--- config.mk ---
export PLATFORM = sky130hd
export DESIGN_NAME = traffic_light_controller_core
export DESIGN_NICKNAME = d
export VERILOG_FILES = /design/src/rtl/tlc_pkg.sv /design/src/rtl/tlc_debounce.sv /design/src/rtl/tlc_out_buf.sv /design/src/rtl/traffic_light_controller_core.sv
export SDC_FILE = /design/constraint.sdc
export NUM_CORES = 1
export LEC_CHECK = 0
export ABC_AREA = 0
export ABC_CLOCK_PERIOD_IN_PS = 4300
export BUFFER_PORTS_ARGS = -buffer_cell sky130_fd_sc_hd__buf_4
export CAP_MARGIN = 20
export CORE_ASPECT_RATIO = 1.2
export CORE_UTILIZATION = 38
export DETAILED_ROUTE_END_ITERATION = 8
export PLACE_DENSITY = 0.61
export SYNTH_ARGS = -nofsm -noshare
export SYNTH_HDL_FRONTEND = slang
export SYNTH_SLANG_ARGS = --single-unit
--- constraint.sdc ---
create_clock -name clk -period 4.3 [get_ports clk]
set_clock_uncertainty 0.05 [all_clocks]
set_input_delay 0.43 -clock clk [delete_from_list [all_inputs] [get_ports clk]]
set_output_delay 0.43 -clock clk [all_outputs]
set_load 0.01 [all_outputs]
--- src/rtl/tlc_pkg.sv ---
// Shared types and constants for the traffic light controller.
// No dependencies; imported by the debounce, output buffer and core modules.
package tlc_pkg;

  // Configuration port shape
  localparam int CFG_DATA_W = 16;
  localparam int CFG_IDX_W  = 3;
  localparam int NUM_REGS   = 7;

  // Configuration register indexes
  localparam logic [CFG_IDX_W-1:0] REG_RED        = 3'd0;
  localparam logic [CFG_IDX_W-1:0] REG_RED_YELLOW = 3'd1;
  localparam logic [CFG_IDX_W-1:0] REG_GREEN      = 3'd2;
  localparam logic [CFG_IDX_W-1:0] REG_GREEN_BLNK = 3'd3;
  localparam logic [CFG_IDX_W-1:0] REG_YELLOW     = 3'd4;
  localparam logic [CFG_IDX_W-1:0] REG_BLINK_HALF = 3'd5;
  localparam logic [CFG_IDX_W-1:0] REG_DEBOUNCE   = 3'd6;

  // Register values after reset, in ticks
  localparam logic [CFG_DATA_W-1:0] RST_RED        = 16'd5000;
  localparam logic [CFG_DATA_W-1:0] RST_RED_YELLOW = 16'd2000;
  localparam logic [CFG_DATA_W-1:0] RST_GREEN      = 16'd4000;
  localparam logic [CFG_DATA_W-1:0] RST_GREEN_BLNK = 16'd3000;
  localparam logic [CFG_DATA_W-1:0] RST_YELLOW     = 16'd2000;
  localparam logic [CFG_DATA_W-1:0] RST_BLINK_HALF = 16'd500;
  localparam logic [CFG_DATA_W-1:0] RST_DEBOUNCE   = 16'd50;

  // Lamp vector: bit 0 red, bit 1 yellow, bit 2 green
  typedef logic [2:0] lamps_t;
  localparam lamps_t LAMP_OFF = 3'b000;
  localparam lamps_t LAMP_R   = 3'b001;
  localparam lamps_t LAMP_Y   = 3'b010;
  localparam lamps_t LAMP_G   = 3'b100;
  localparam lamps_t LAMP_RY  = 3'b011;

  // Normal-mode phase sequencer
  typedef enum logic [4:0] {
    PH_RED         = 5'b00001,
    PH_RED_YELLOW  = 5'b00010,
    PH_GREEN       = 5'b00100,
    PH_GREEN_BLINK = 5'b01000,
    PH_YELLOW      = 5'b10000
  } phase_t;

  // Button debounce states
  typedef enum logic [3:0] {
    BTN_RELEASED     = 4'b0001,
    BTN_PEND_PRESS   = 4'b0010,
    BTN_PRESSED      = 4'b0100,
    BTN_PEND_RELEASE = 4'b1000
  } btn_state_t;

  // One result transaction
  typedef struct packed {
    logic red_on;
    logic yellow_on;
    logic green_on;
    logic blinking_mode;
  } result_t;

endpackage

--- src/rtl/tlc_debounce.sv ---
// Button debouncer: a level change must hold for the debounce time.
// Depends on tlc_pkg; reports an accepted press in the same tick.
module tlc_debounce import tlc_pkg::*; #(
  parameter int TIME_WIDTH = 16
) (
  input  logic                  clk,
  input  logic                  rst_n,
  input  logic                  tick,
  input  logic                  btn_level,
  input  logic [TIME_WIDTH-1:0] db_time,
  output logic                  press
);

  localparam logic [TIME_WIDTH-1:0] CNT_MAX = {TIME_WIDTH{1'b1}};

  btn_state_t            state_r, state_nxt;
  logic [TIME_WIDTH-1:0] cnt_r, cnt_nxt;
  logic [TIME_WIDTH-1:0] cnt_inc;
  logic                  press_c;

  // Saturating count of ticks at the new level
  assign cnt_inc = (cnt_r == CNT_MAX) ? cnt_r : cnt_r + 1'b1;

  // Next state; a bounce back cancels a pending change
  always_comb begin
    state_nxt = state_r;
    cnt_nxt   = cnt_r;
    press_c   = 1'b0;
    unique case (state_r)
      BTN_RELEASED: begin
        if (!btn_level) begin
          state_nxt = BTN_PEND_PRESS;
          cnt_nxt   = '0;
        end
      end
      BTN_PEND_PRESS: begin
        if (btn_level) begin
          state_nxt = BTN_RELEASED;
        end else begin
          cnt_nxt = cnt_inc;
          if (cnt_inc >= db_time) begin
            state_nxt = BTN_PRESSED;
            press_c   = 1'b1;
          end
        end
      end
      BTN_PRESSED: begin
        if (btn_level) begin
          state_nxt = BTN_PEND_RELEASE;
          cnt_nxt   = '0;
        end
      end
      BTN_PEND_RELEASE: begin
        if (!btn_level) begin
          state_nxt = BTN_PRESSED;
        end else begin
          cnt_nxt = cnt_inc;
          if (cnt_inc >= db_time) begin
            state_nxt = BTN_RELEASED;
          end
        end
      end
      default: begin
        state_nxt = BTN_RELEASED;
      end
    endcase
  end

  assign press = tick && press_c;

  // Advance only on an accepted tick
  always_ff @(posedge clk) begin
    if (!rst_n) begin
      state_r <= BTN_RELEASED;
      cnt_r   <= '0;
    end else if (tick) begin
      state_r <= state_nxt;
      cnt_r   <= cnt_nxt;
    end
  end

endmodule

--- src/rtl/tlc_out_buf.sv ---
// Two-entry output buffer (head plus skid register) for result transactions.
// Depends on tlc_pkg; push_ready is registered and independent of pop_ready.
module tlc_out_buf import tlc_pkg::*; (
  input  logic    clk,
  input  logic    rst_n,
  input  logic    push_valid,
  output logic    push_ready,
  input  result_t push_data,
  output logic    pop_valid,
  input  logic    pop_ready,
  output result_t pop_data
);

  result_t head_r, head_nxt;
  result_t skid_r, skid_nxt;
  logic    head_vld_r, head_vld_nxt;
  logic    skid_vld_r, skid_vld_nxt;
  logic    push, pop;

  assign push_ready = !skid_vld_r;
  assign push       = push_valid && push_ready;
  assign pop        = head_vld_r && pop_ready;
  assign pop_valid  = head_vld_r;
  assign pop_data   = head_r;

  // Keep order: the skid entry always moves into the head before a new one
  always_comb begin
    head_nxt     = head_r;
    skid_nxt     = skid_r;
    head_vld_nxt = head_vld_r;
    skid_vld_nxt = skid_vld_r;
    if (pop) begin
      if (skid_vld_r) begin
        head_nxt     = skid_r;
        skid_vld_nxt = 1'b0;
      end else begin
        head_vld_nxt = 1'b0;
      end
    end
    if (push) begin
      if (!head_vld_nxt) begin
        head_nxt     = push_data;
        head_vld_nxt = 1'b1;
      end else begin
        skid_nxt     = push_data;
        skid_vld_nxt = 1'b1;
      end
    end
  end

  always_ff @(posedge clk) begin
    if (!rst_n) begin
      head_vld_r <= 1'b0;
      skid_vld_r <= 1'b0;
    end else begin
      head_vld_r <= head_vld_nxt;
      skid_vld_r <= skid_vld_nxt;
    end
  end

  // Payload, no reset needed
  always_ff @(posedge clk) begin
    head_r <= head_nxt;
    skid_r <= skid_nxt;
  end

endmodule

--- src/rtl/traffic_light_controller_core.sv ---
// Traffic light controller. Each input transaction is one millisecond tick
// with the raw button level; each produces exactly one result transaction
// with the lamp levels and the mode after that tick. One tick is accepted
// every clock cycle while in_ready is high: the timing and debounce state
// updates on acceptance; the result is registered in the output buffer.
// A two-entry output buffer keeps in_ready high while one result waits, so
// the rate is set only by how fast results are taken. Phase lengths are
// counted in ticks, not clock cycles; write the registers only while idle.
module traffic_light_controller_core import tlc_pkg::*; #(
  parameter int TIME_WIDTH = 16
) (
  input  logic                  clk,
  input  logic                  rst_n,
  input  logic                  cfg_wr_en,
  input  logic [CFG_IDX_W-1:0]  cfg_index,
  input  logic [CFG_DATA_W-1:0] cfg_wdata,
  input  logic                  in_valid,
  output logic                  in_ready,
  input  logic                  in_button_level,
  output logic                  out_valid,
  input  logic                  out_ready,
  output logic                  out_red_on,
  output logic                  out_yellow_on,
  output logic                  out_green_on,
  output logic                  out_blinking_mode
);

  localparam logic [TIME_WIDTH-1:0] TIME_MAX = {TIME_WIDTH{1'b1}};
  localparam logic [TIME_WIDTH-1:0] TIME_ONE = TIME_WIDTH'(1);

  logic [TIME_WIDTH-1:0] red_t_r, red_yel_t_r, green_t_r, green_blk_t_r;
  logic [TIME_WIDTH-1:0] yellow_t_r, half_t_r, db_t_r;

  logic                  mode_r, mode_nxt;
  phase_t                phase_r, phase_nxt;
  logic [TIME_WIDTH-1:0] time_left_r, time_left_nxt;
  logic                  blink_r, blink_nxt;
  logic [TIME_WIDTH-1:0] elapsed_r, elapsed_nxt;
  lamps_t                lamps_r, lamps_nxt;

  logic                  accept;
  logic                  press;
  logic [TIME_WIDTH-1:0] half_len;
  logic [TIME_WIDTH:0]   elapsed_sum;
  logic [TIME_WIDTH-1:0] elapsed_sat;
  result_t               res;

  assign accept = in_valid && in_ready;

  // Configuration registers
  always_ff @(posedge clk) begin
    if (!rst_n) begin
      red_t_r       <= TIME_WIDTH'(RST_RED);
      red_yel_t_r   <= TIME_WIDTH'(RST_RED_YELLOW);
      green_t_r     <= TIME_WIDTH'(RST_GREEN);
      green_blk_t_r <= TIME_WIDTH'(RST_GREEN_BLNK);
      yellow_t_r    <= TIME_WIDTH'(RST_YELLOW);
      half_t_r      <= TIME_WIDTH'(RST_BLINK_HALF);
      db_t_r        <= TIME_WIDTH'(RST_DEBOUNCE);
    end else if (cfg_wr_en) begin
      unique case (cfg_index)
        REG_RED:        red_t_r       <= TIME_WIDTH'(cfg_wdata);
        REG_RED_YELLOW: red_yel_t_r   <= TIME_WIDTH'(cfg_wdata);
        REG_GREEN:      green_t_r     <= TIME_WIDTH'(cfg_wdata);
        REG_GREEN_BLNK: green_blk_t_r <= TIME_WIDTH'(cfg_wdata);
        REG_YELLOW:     yellow_t_r    <= TIME_WIDTH'(cfg_wdata);
        REG_BLINK_HALF: half_t_r      <= TIME_WIDTH'(cfg_wdata);
        REG_DEBOUNCE:   db_t_r        <= TIME_WIDTH'(cfg_wdata);
        default: begin
        end
      endcase
    end
  end

  tlc_debounce #(
    .TIME_WIDTH (TIME_WIDTH)
  ) u_debounce (
    .clk       (clk),
    .rst_n     (rst_n),
    .tick      (accept),
    .btn_level (in_button_level),
    .db_time   (db_t_r),
    .press     (press)
  );

  // Blink half period, zero acting as one tick, and the saturating total
  assign half_len    = (half_t_r == '0) ? TIME_ONE : half_t_r;
  assign elapsed_sum = {1'b0, elapsed_r} + {1'b0, half_len};
  assign elapsed_sat = elapsed_sum[TIME_WIDTH] ? TIME_MAX : elapsed_sum[TIME_WIDTH-1:0];

  // Per-tick update: mode toggle, phase end, or count down
  always_comb begin
    mode_nxt      = mode_r;
    phase_nxt     = phase_r;
    time_left_nxt = time_left_r;
    blink_nxt     = blink_r;
    elapsed_nxt   = elapsed_r;
    lamps_nxt     = lamps_r;
    if (press) begin
      if (!mode_r) begin
        mode_nxt      = 1'b1;
        lamps_nxt     = LAMP_Y;
        blink_nxt     = 1'b0;
        time_left_nxt = half_t_r;
      end else begin
        mode_nxt      = 1'b0;
        phase_nxt     = PH_RED;
        lamps_nxt     = LAMP_R;
        time_left_nxt = red_t_r;
      end
    end else if (time_left_r <= TIME_ONE) begin
      if (mode_r) begin
        lamps_nxt     = blink_r ? LAMP_Y : LAMP_OFF;
        blink_nxt     = !blink_r;
        time_left_nxt = half_t_r;
      end else begin
        unique case (phase_r)
          PH_RED: begin
            phase_nxt     = PH_RED_YELLOW;
            lamps_nxt     = LAMP_RY;
            time_left_nxt = red_yel_t_r;
          end
          PH_RED_YELLOW: begin
            phase_nxt     = PH_GREEN;
            lamps_nxt     = LAMP_G;
            time_left_nxt = green_t_r;
          end
          PH_GREEN: begin
            // Blinking green opens with a lit half period
            phase_nxt     = PH_GREEN_BLINK;
            lamps_nxt     = LAMP_G;
            blink_nxt     = 1'b0;
            time_left_nxt = half_t_r;
            elapsed_nxt   = half_len;
          end
          PH_GREEN_BLINK: begin
            if (elapsed_r >= green_blk_t_r) begin
              phase_nxt     = PH_YELLOW;
              lamps_nxt     = LAMP_Y;
              time_left_nxt = yellow_t_r;
            end else begin
              lamps_nxt     = blink_r ? LAMP_G : LAMP_OFF;
              blink_nxt     = !blink_r;
              time_left_nxt = half_t_r;
              elapsed_nxt   = elapsed_sat;
            end
          end
          default: begin
            phase_nxt     = PH_RED;
            lamps_nxt     = LAMP_R;
            time_left_nxt = red_t_r;
          end
        endcase
      end
    end else begin
      time_left_nxt = time_left_r - TIME_ONE;
    end
  end

  // Sequencer state, advanced once per accepted tick
  always_ff @(posedge clk) begin
    if (!rst_n) begin
      mode_r      <= 1'b0;
      phase_r     <= PH_RED;
      time_left_r <= TIME_WIDTH'(RST_RED);
      blink_r     <= 1'b1;
      elapsed_r   <= '0;
      lamps_r     <= LAMP_R;
    end else if (accept) begin
      mode_r      <= mode_nxt;
      phase_r     <= phase_nxt;
      time_left_r <= time_left_nxt;
      blink_r     <= blink_nxt;
      elapsed_r   <= elapsed_nxt;
      lamps_r     <= lamps_nxt;
    end
  end

  // Result of this tick
  assign res.red_on        = lamps_nxt[0];
  assign res.yellow_on     = lamps_nxt[1];
  assign res.green_on      = lamps_nxt[2];
  assign res.blinking_mode = mode_nxt;

  result_t out_data;

  tlc_out_buf u_out_buf (
    .clk        (clk),
    .rst_n      (rst_n),
    .push_valid (in_valid),
    .push_ready (in_ready),
    .push_data  (res),
    .pop_valid  (out_valid),
    .pop_ready  (out_ready),
    .pop_data   (out_data)
  );

  assign out_red_on        = out_data.red_on;
  assign out_yellow_on     = out_data.yellow_on;
  assign out_green_on      = out_data.green_on;
  assign out_blinking_mode = out_data.blinking_mode;

endmodule

==> key figures <==
Pwr
  – Net Sw Power: 1.07 mW
  – PwrDens: 301 mW/mm^2
  – P_int: 2.68 mW
  – Worst vdd ir: 0.237 mV
  – Switching share of power: 0.286
  – Seq pwr share: 0.478
  – Combinational group share of total power: 0.094
  – Clock network power share: 0.428
  – Leak Pwr: 4.82 nW

Global routing
  – Largest net degree at the start of global routing: 70
  – Grt total ovfl: 0
  – GRT Total Usage: 0.232
  – First-pass GRT wire length: 52000 um
  – Initial antenna violation count: 0
  – Number of global-route vias before repair: 9573

Cells and area
  – Fillers: 2805
  – Commonest cells after routing, fill and taps aside: nand2_1, dfxtp_1, buf_4
  – Area Overhead vs Synth: 15.8%
  – Util after Layout: 0.446
  – Nets@finish: 1471
  – Antenna Diode Count: 0
  – Multi-input logic area: 0.00661 sq mm
  – Layout cells sized above 1: 0.150
  – FF/Latch Area: 0.00373 sq mm
  – Commonest non-fill, non-tap cell in the layout: nand2_1

Clock network
  – Clock tree root buffer cell: clkbuf_16
  – H-Tree Level Count: 4
  – CTS tree: built
  – Sink Count: 184
  – Bufs on Longest Clock Path: 2
  – Clk slew on worst S/H paths: 0.08 ns
  – CTS buffer count: 17
  – Worst-Skew Late Latency: 0.45 ns

Floorplanning
  – Overall die width: 156 um
  – Die area: 0.0290 sq mm
  – Row count: 67
  – Ports: 31
  – Core Box Area: 0.0279 sq mm
  – Initial core utilization: 0.385
  – Die H: 186 um

Detailed routing
  – Antenna-violating nets left: 0
  – Drt first pass iters: 6
  – Via count: 9979
  – DRC: 0
  – Wire per inst: 18.4 um
  – Detailed Route WL: 32700 um
  – Starting DRT DRC Count: 752
  – Post-DR vias/cell: 5.60

Placed design
  – Place WS: 0.0182 ns
  – DPL Wire Length: 23400 um
  – GPL Wtd Cong: 0.893
  – IO Port Bufs: 30

Critical path
  – Worst Path Max Fanout: 5
  – FF-to-FF path depth: 19
  – Crit path launch type: register
  – Crit path cell chain: and4_4 -> nand4_1 -> or4_4 -> or2_4 -> and2_4 -> nand3_4 -> xnor2_2 -> ha_1 -> a21o_1 -> a211oi_2 -> o21a_1 -> o21a_2 -> nor3_4 -> buf_6 -> ha_4 -> a211oi_4 -> o211ai_2 -> or3_1 -> a21boi_1
  – R2r setup slk: 0.11 ns
  – Crit path kind: reg -> reg
  – Arr. time, crit path: 4.52 ns
  – FF-to-FF End: phase_r[4]$_SDFFE_PN0P_
  – Slowest stage delay, CP: 0.44 ns
  – Worst EP required: 4.63 ns
  – Critical R2R Launch: u_debounce.cnt_r[6]$_SDFFE_PN0P_
  – Slowest CP cell: or4_4
  – CP endpoint kind: register

Timing
  – RSZ-0062 raised after global routing: yes
  – Pins Over Slew Limit: 0
  – Fin crit share: 0.974
  – Max frequency: 239 MHz
  – Worst rel slew slack: 0.397
  – Worst-Margin Slew: 0.905 ns
  – Worst setup margin: 0.113 ns
  – Period minus WS final: 4.19 ns
  – Final hold violations: 0
  – Setup violators final: 0

Worst hold path
  – Worst hold path depth: 4
  – Worst Hold Class: in -> reg
  – Hold EP: u_out_buf.skid_vld_r$_SDFF_PN0_
  – Min-delay src: out_ready

Synthesis
  – Synth Flop Type: dfxtp_1
  – Avg Inst Size Synth: 7.92 sq um
  – Yosys warns: 0
  – Synth unique cells: 93
  – Register bit total from synthesis: 184
  – Register area share after synthesis: 0.346
  – Net Count, Synth: 1438
  – Post-synthesis cell count: 1357
  – Post-Synthesis Cell Area: 0.0108 sq mm
  – Post-synth ARST share: 0
  – Post-synth EDFFs: 4

Run
  – Max-cap violations: 0

Outcome
  – Status: finished, final reports clean
-- worst max-delay path: cells and delay by family, from the launching register on --
family	cells	cell delay, ns
simple gates	8	1.76
compound gates	7	1.27
fa+ha+maj	2	0.42
flops	1	0.34
buf+inv	1	0.16
xor+xnor	1	0.12
-- cell usage after synthesis, types with 13 or more instances --
cell type	number	share of area
inv_1	54	0.019
a31oi_1	16	0.0093
nand3_1	55	0.026
a21oi_1	41	0.019
a21boi_0	77	0.054
nand2_1	327	0.11
mux2i_1	20	0.019
o31ai_1	16	0.011
ha_1	55	0.064
dfxtp_1	180	0.34
nor2b_1	13	0.0076
and3_1	15	0.0087
clkbuf_1	72	0.025
o21ai_0	42	0.020
nor3_1	17	0.0079
nor2_1	59	0.021
o211ai_1	18	0.013
xnor2_1	21	0.017
-- layout make-up --
cell class,count,area share
multi-input cells,1028,0.531
flip-flops and latches,184,0.299
clock inverters,15,0.0143
inverters,56,0.0169
well taps,379,0.0381
repair buffers,103,0.0661
clock buffers,17,0.0342
-- what timing repair did --
action,in CTS,in global routing
setup endpoints to repair,5,36
hold buffers,0,0
pin swaps,3,14
setup buffers,1,6
gates resized for setup,3,30
gates cloned,0,1
-- power by group through the flow --
stage               clock network [mW]  logic [mW]  registers [mW]
floorplan                            0       0.220            1.82
global placement                     0       0.339            1.83
detailed placement                   0       0.343            1.83
CTS                               1.63       0.345            1.79
global route                      1.71       0.384            1.80
finish                            1.60       0.351            1.79
-- cell families after synthesis --
family,count (synthesis),synth area share
adders and majority gates,56,0.0659
xor gates and xnor gates,32,0.0261
AOI/OAI and AO/OA,367,0.253
and+or+nand+nor,548,0.230
muxes,25,0.0239
buffers and inverters,145,0.0546
DFF,184,0.346
-- state kept, by name, summed over array words and instances, names as in the netlist --
register / cells
green_blk_t_r: 16
u_debounce.state_r: 4
time_left_r: 16
mode_r: 1
elapsed_r: 16
db_t_r: 16
lamps_r: 3
u_out_buf.skid_r: 4
red_yel_t_r: 16
blink_r: 1
u_out_buf.pop_valid: 1
phase_r: 5
green_t_r: 16
u_out_buf.pop_data: 4
u_out_buf.skid_vld_r: 1
u_debounce.cnt_r: 16
yellow_t_r: 16
red_t_r: 16
half_t_r: 16
-- worst max path at each step --
| stage | start | end | slack (ns) | depth (start not counted) |
|---|---|---|---|---|
| floorplan | u_debounce.cnt_r[3]$_SDFFE_PN0P_ | phase_r[4]$_SDFFE_PN0P_ | -0.08 | 22 |
| global placement | u_debounce.cnt_r[6]$_SDFFE_PN0P_ | phase_r[4]$_SDFFE_PN0P_ | 0.1 | 19 |
| detailed placement | u_debounce.cnt_r[6]$_SDFFE_PN0P_ | phase_r[4]$_SDFFE_PN0P_ | 0.02 | 19 |
| CTS | u_debounce.cnt_r[6]$_SDFFE_PN0P_ | phase_r[4]$_SDFFE_PN0P_ | 0.05 | 19 |
| global route | u_debounce.cnt_r[6]$_SDFFE_PN0P_ | phase_r[4]$_SDFFE_PN0P_ | -0.13 | 20 |
| finish | u_debounce.cnt_r[6]$_SDFFE_PN0P_ | phase_r[4]$_SDFFE_PN0P_ | 0.11 | 19 |
-- routing by layer --
metal / share of wire / wire length [um] / vias up / GRT usage
li1: - / - / 4869 / -
met2: 0.48 / 15600 / 275 / 0.401
met5: 0 / 0 / - / 0
met4: 0.029 / 945 / 0 / 0.0792
met1: 0.44 / 14500 / 4771 / 0.291
met3: 0.050 / 1630 / 64 / 0.0394
-- metrics by stage --
stage	hold WS (ns)	instance area [sq um]	instances	power, mW	setup TNS (ns)
2_1_floorplan	0.385	10800	1357	2.04	-0.302
3_3_place_gp	0.396	11600	1742	2.17	0
3_5_place_dp	0.402	11600	1742	2.17	0
4_1_cts	0.178	12300	1775	3.77	0
5_1_grt	0.198	12500	1782	3.89	-0.708
6_report	0.193	12500	1782	3.75	0
Note: power is estimated with default switching activity, not from simulation.
